--- src/rtl/core/lmsa_pkg.sv ---
package lmsa_pkg;

	localparam int DEF_MAP_COLS = 128;
	localparam int DEF_MAP_ROWS = 128;

	localparam int WIN_W     = 11;
	localparam int BRIGHT_W  = 9;
	localparam int DX_W      = 18;
	localparam int D2_W      = 33;
	localparam int RADC_W    = 58;
	localparam int ROOT_W    = 29;
	localparam int REM_W     = 31;
	localparam int QUO_W     = 12;
	localparam int ATT_W     = 13;
	localparam int A2_W      = 25;
	localparam int K_W       = 37;
	localparam int P_W       = 45;
	localparam int FULL_W    = 40;
	localparam int APROD_W   = 49;
	localparam int RADIUS_W  = 12;
	localparam int STEP_W    = 5;

	localparam logic [FULL_W-1:0] FULL_ALPHA = 40'hFF_0000_0000;
	localparam logic [ATT_W-1:0]  ONE_Q12    = 13'd4096;
	localparam logic [WIN_W-1:0]  WIDTH_RST  = 11'd1280;
	localparam logic [WIN_W-1:0]  HEIGHT_RST = 11'd720;

	typedef enum logic [1:0] {
		ACT_FILL  = 2'd0,
		ACT_SPLAT = 2'd1,
		ACT_READ  = 2'd2,
		ACT_NOP   = 2'd3
	} action_t;

	typedef enum logic [1:0] {
		CFG_WINDOW_WIDTH       = 2'd0,
		CFG_WINDOW_HEIGHT      = 2'd1,
		CFG_AMBIENT_BRIGHTNESS = 2'd2,
		CFG_AMBIENT_COLOR      = 2'd3
	} cfg_index_t;

	typedef enum logic [3:0] {
		ST_CLEAR,
		ST_IDLE,
		ST_CHECK,
		ST_CELL,
		ST_SQUARE,
		ST_ROOT,
		ST_DIV_INIT,
		ST_DIVIDE,
		ST_MUL_A,
		ST_MUL_K,
		ST_MUL_CH,
		ST_ALPHA,
		ST_SCALE,
		ST_WRITE,
		ST_READ
	} state_t;

	typedef enum logic [3:0] {
		OP_IDLE,
		OP_CLEAR,
		OP_LOAD,
		OP_START,
		OP_CELL,
		OP_SQUARE,
		OP_ROOT,
		OP_DIV_INIT,
		OP_DIVIDE,
		OP_MUL_A,
		OP_MUL_K,
		OP_MUL_CH,
		OP_ALPHA,
		OP_SCALE,
		OP_WRITE,
		OP_READ
	} dp_op_t;

	typedef struct packed {
		dp_op_t op;
	} dp_cmd_t;

	typedef struct packed {
		logic clear_last;
		logic skip;
		logic step_last;
		logic cell_last;
	} dp_status_t;

endpackage

--- src/rtl/core/lmsa_ctrl.sv ---
module lmsa_ctrl import lmsa_pkg::*; (
	input  logic       clk,
	input  logic       arst_n,
	input  logic       start,
	input  logic [1:0] action,
	input  dp_status_t status,
	output dp_cmd_t    cmd,
	output logic       busy
);

	state_t state_q, state_d;

	always_ff @(posedge clk or negedge arst_n) begin
		if (!arst_n) begin
			state_q <= ST_CLEAR;
		end else begin
			state_q <= state_d;
		end
	end

	always_comb begin
		state_d = state_q;
		case (state_q)
			ST_CLEAR: begin
				if (status.clear_last) state_d = ST_IDLE;
			end
			ST_IDLE: begin
				if (start) begin
					case (action_t'(action))
						ACT_READ:  state_d = ST_READ;
						ACT_FILL:  state_d = ST_CHECK;
						ACT_SPLAT: state_d = ST_CHECK;
						default:   state_d = ST_IDLE;
					endcase
				end
			end
			ST_CHECK:    state_d = status.skip ? ST_IDLE : ST_CELL;
			ST_CELL:     state_d = ST_SQUARE;
			ST_SQUARE:   state_d = ST_ROOT;
			ST_ROOT: begin
				if (status.step_last) state_d = ST_DIV_INIT;
			end
			ST_DIV_INIT: state_d = ST_DIVIDE;
			ST_DIVIDE: begin
				if (status.step_last) state_d = ST_MUL_A;
			end
			ST_MUL_A:    state_d = ST_MUL_K;
			ST_MUL_K:    state_d = ST_MUL_CH;
			ST_MUL_CH:   state_d = ST_ALPHA;
			ST_ALPHA:    state_d = ST_SCALE;
			ST_SCALE:    state_d = ST_WRITE;
			ST_WRITE:    state_d = status.cell_last ? ST_IDLE : ST_CELL;
			ST_READ:     state_d = ST_IDLE;
			default:     state_d = ST_IDLE;
		endcase
	end

	always_comb begin
		cmd.op = OP_IDLE;
		case (state_q)
			ST_CLEAR:    cmd.op = OP_CLEAR;
			ST_IDLE:     cmd.op = start ? OP_LOAD : OP_IDLE;
			ST_CHECK:    cmd.op = status.skip ? OP_IDLE : OP_START;
			ST_CELL:     cmd.op = OP_CELL;
			ST_SQUARE:   cmd.op = OP_SQUARE;
			ST_ROOT:     cmd.op = OP_ROOT;
			ST_DIV_INIT: cmd.op = OP_DIV_INIT;
			ST_DIVIDE:   cmd.op = OP_DIVIDE;
			ST_MUL_A:    cmd.op = OP_MUL_A;
			ST_MUL_K:    cmd.op = OP_MUL_K;
			ST_MUL_CH:   cmd.op = OP_MUL_CH;
			ST_ALPHA:    cmd.op = OP_ALPHA;
			ST_SCALE:    cmd.op = OP_SCALE;
			ST_WRITE:    cmd.op = OP_WRITE;
			ST_READ:     cmd.op = OP_READ;
			default:     cmd.op = OP_IDLE;
		endcase
	end

	assign busy = (state_q != ST_IDLE);

endmodule

--- config.mk ---
export PLATFORM = sky130hd
export DESIGN_NAME = lmsa_ctrl
export DESIGN_NICKNAME = d
export VERILOG_FILES = /design/src/rtl/core/lmsa_pkg.sv /design/src/rtl/core/lmsa_ctrl.sv
export SDC_FILE = /design/constraint.sdc
export NUM_CORES = 1
export LEC_CHECK = 0
export BUFFER_PORTS_ARGS = -buffer_cell sky130_fd_sc_hd__buf_2
export CAP_MARGIN = 20
export CORE_MARGIN = 8
export CORE_UTILIZATION = 25
export DETAILED_ROUTE_END_ITERATION = 10
export MAX_ROUTING_LAYER = met4
export PLACE_DENSITY_LB_ADDON = 0.05
export SYNTH_ARGS = -nofsm -noshare
export SYNTH_HDL_FRONTEND = slang
export SYNTH_SLANG_ARGS = --single-unit
--- constraint.sdc ---
create_clock -name clk -period 2.9 [get_ports clk]
set_input_delay 0.29 -clock clk [delete_from_list [all_inputs] [get_ports clk]]
set_output_delay 0.29 -clock clk [all_outputs]
set_load 0.02 [all_outputs]
Yosys cells after proc, flatten, opt, wreduce, memory -nomap -nowiden
Cells that the tools add are included.

word-level totals
  register bits after elaboration = 4
  output and inout port bits = 5
  word-level logic and storage cells = 37

operators by class
  eq/ne operators = 21
  muxes and demuxes = 11
  reductions and logical operators = 4

operator list
  cell                                                  count
  case mux 4 bit (15 select lines)                      1
  case mux 4 bit (14 select lines)                      1
  equality test 4 bit (second input constant)           7
  equality test 4 x 3 -> 1 bit (second input constant)  4
  two-way mux 4 bit                                     4
  equality test 4 x 2 -> 1 bit (second input constant)  2
  two-way mux 2 bit                                     4
  != test 2 bit (second input constant)                 4
  case mux 4 bit (2 select lines)                       1
  equality test 4 x 1 -> 1 bit (second input constant)  1
  zero test 4 bit                                       1
  != test 4 x 1 -> 1 bit (second input constant)        1
  AND reduction 4 bit                                   1
  equality test 2 x 1 -> 1 bit (second input constant)  1
  equality test 2 bit (second input constant)           1
  zero test 2 bit                                       1
  OR reduction 2 bit                                    1

Depth between registers and ports, before layout
  depth after elaboration = 5
  depth in mapped cells = 6
  gate-level depth less buffers = 4

Worst setup path before layout
OpenSTA, ideal clock, no wires.

  path kind = register -> output
  start point = reg state_q[0]
  end point = out cmd[1] (netlist bit)
  arrival = 1.148 ns
  data required time = 2.610 ns
  setup slack = 1.462 ns
  stages on the path, launching flop included = 5
  path buffers = 2
  path through = dfrtp_1 clkbuf_2 buf_2 nand2b_1 o22ai_1

RTL lines
  item                    line             text
  start, declared         lmsa_ctrl.sv:11  state_t state_q, state_d;
  start signal, assigned  lmsa_ctrl.sv:17  state_q <= state_d;
  end, declared           lmsa_ctrl.sv:7   output dp_cmd_t cmd,

==> reports/results.txt <==
Outcome: complete, no violations
Internal power: 0.291 mW
Fillcell total: 188
Latest clock arrival within the worst-skew pair: 0.23 ns
Final period utilization: 61.9%
Max reg flops: 4
Sw Ratio: 50.3%
HP Start: status[3]
DIE WIDTH: 58.2 um
Simple-gate share of the synthesized area: 33.2%
Design area: 528 um^2
CP required: 2.61 ns
Unrepaired setup endpoints after global routing: false
Worst Tran Pin Value: 0.551 ns
Clock Path Buffers: 2
Commonest non-fill, non-tap cell in the layout: buf_2
Complex-gate fraction of the synthesized area: 26.8%
Delay-heaviest family, CP: flip-flops
Setup_tns: 0 ns
Post-synthesis cell area: 444 um^2
Peak supply drop: 407 uV
Max Cap Viol: 0
Type of destination of the critical path: output port
Mux cell area share after synthesis: 2.54%
Wirelength per Cell: 12.1 um
Sequential fraction of the synthesis area: 22.5%
Crit-path cells: nor2_2 > and2_4 > a21oi_1 > buf_2
CTS H-tree depth: 1
Multi-input gate area: 295 um^2
Clk network pwr share: 11.4%
Static Leak: 0.230 nW
CTS resizes: 0
Drt initial violations: 5
Register share of total power: 30.5%
Fin crit period: 1.80 ns
Top post-synthesis cells by area: dfrtp_1, buf_6, nand2_1, nand3_2, a2bb2oi_1
Pin count of the biggest net entering global routing: 18
Post-Synth XOR/XNOR Area: 3.94%
Worst R2R Setup Slack: 1.39 ns
Final Wtd Congestion: 0.652
Antenna cells: 0
Max-slew violations: 0
Detailed Routing Iterations Pass 1: 3
Post-DP HPWL: 836 um
Top Registers: state_q x4
Psw: 0.295 mW
Die Y-Extent: 58.2 um
Synth area leader: dfrtp_1
R2R Path Start: state_q[2]
IO Port Bufs: 13
Mapped Nets: 64
DRC viols: 0
Critical Path Max Stage Delay: 0.68 ns
Cts bufs inserted: 3
Final Util: 30.9%
Clock root buffer: clkbuf_4
Startpoint types: flip-flop
Io pins: 14
Reg clk slew, reported paths: 0.04 ns
Starting Density: 26.0%
Finish-stage setup viols: 0
Hold endpoint: state_q[0]
Fmax: 0.557 GHz
Worst reg2reg path endpoint: state_q[1]
Core Area: 1710 um^2
Routed via count: 409
Initial antenna violation count: 0
CTS tree: yes
Worst reg-to-reg path cell count: 4
Total global-route track usage: 7.53%
Netlist cell types: 33
Commonest cells after routing, fill and taps aside: buf_2, nand2_1, dfrtp_1
Hold path cells: 3
Largest family of logic cells by synthesized area: simple AND/OR/NAND/NOR gates
Share of cells above drive strength 1: 34.8%
Synthesis-stage register bit count: 4
Worst hold slack: 0.361 ns
Sink Count: 4
Syn Inst Count: 55
Layout Skew: 0.00120 ns
Syn. warnings: 0
Via-to-Cell Ratio: 4.49
Slowest-stage cell, CP: dfrtp_1
Post-Route WL: 1100 um
Vias in the first global route: 414
First-pass GRT wire length: 1940 um
Largest register by flop count: state_q
Synth-to-layout area growth: 18.9%
Crit path DAT: 1.51 ns
Pwr per Cell Area: 1110 nW/um^2
Synth top area share: 22.5%
Placed Instances: 87
Final Hold Viols: 0
Cell Area, Placed: 495 um^2
Synth Area in Adders: 0%
CP Class: flip-flop to output port
Reg area: 100 um^2
Slew HR: 63.3%
Logic pwr share: 58.1%
Crit-path max FO: 17
Number of nets in the final layout: 77
Die ar.: 3380 um^2
CP bufs+invs: 1
Hold/Removal Path Class: input pin to flip-flop
Antenna Nets Post-Route: 0
Row count: 15
Syn avg cell area: 8.08 um^2
Grt ovf: 0
Fin cells: 91
## worst reg2reg max path, delay by kind of cell, from the launching register on
family / cells / cell delay, ns
AOI/OAI and AO/OA: 2 / 0.49
and+or+nand+nor: 2 / 0.28
DFF: 1 / 0.68
## cells in the mapped netlist (all sizes together)
cell type  number
nand3           5
dfrtp           4
buf             5
nor3b           1
and3b           1
o21bai          1
o22ai           1
inv             1
nor2b           2
o2111ai         1
nor2            3
mux2            1
clkbuf          1
nand2b          2
xnor2           2
o21ai           3
a2bb2oi         2
and2            2
o221ai          1
nor3            3
nand2           6
a21boi          1
o21a            1
a2111o          1
a21oi           3
o32a            1
## cell type report
type / count / share of cell area [%]
tap: 25 / 5.92
inverter: 1 / 0.711
timing repair buffer: 14 / 14.2
sequential: 4 / 19.0
multi-input combinational: 44 / 55.9
clock buffer: 3 / 4.27
## what timing repair did
action | 4_1_cts | 5_1_grt
hold endpoints to repair | 4 | 0
hold buffers | 1 | 0
setup buffers | 0 | 0
## routing by layer
metal  up-vias  track usage, %  wire length, um
li1        221               -                -
met1       180            8.40              538
met2         8            11.3              497
met3         0            2.87               66
met4         0            4.20                0
met5         -               -                0
## cells by family (layout without fill, tap and decap cells)
family,after synthesis,in the layout
flops,4,4
mux,1,1
buf+inv,7,18
xor+xnor,2,2
simple gates,25,25
compound gates,16,16
## power by group through the flow
stage	combinational [mW]	sequential [mW]	clock [mW]
detailed placement	0.349	0.181	0
finish	0.341	0.179	0.0668
global route	0.386	0.190	0.0757
CTS	0.350	0.180	0.0714
floorplan	0.374	0.0944	0
global placement	0.352	0.180	0
## stage by stage
stage | total power, mW | setup WS, ns
finish | 0.587 | 1.10
floorplan | 0.468 | 1.46
global route | 0.652 | 1.01
CTS | 0.602 | 1.09
detailed placement | 0.530 | 1.35
global placement | 0.532 | 1.38
## worst max path at each step
stage                     startpoint      to  slack, ns  depth (start not counted)
after CTS                 state_q[2]  cmd[0]       1.09                          4
after global placement    state_q[2]  cmd[0]       1.38                          4
after detailed placement  state_q[2]  cmd[0]       1.35                          4
final                     state_q[2]  cmd[0]       1.10                          4
after floorplan           state_q[0]  cmd[1]       1.46                          4
after global routing      state_q[2]  cmd[0]       1.01                          4
No activity file was read; power rests on OpenSTA's default activity.
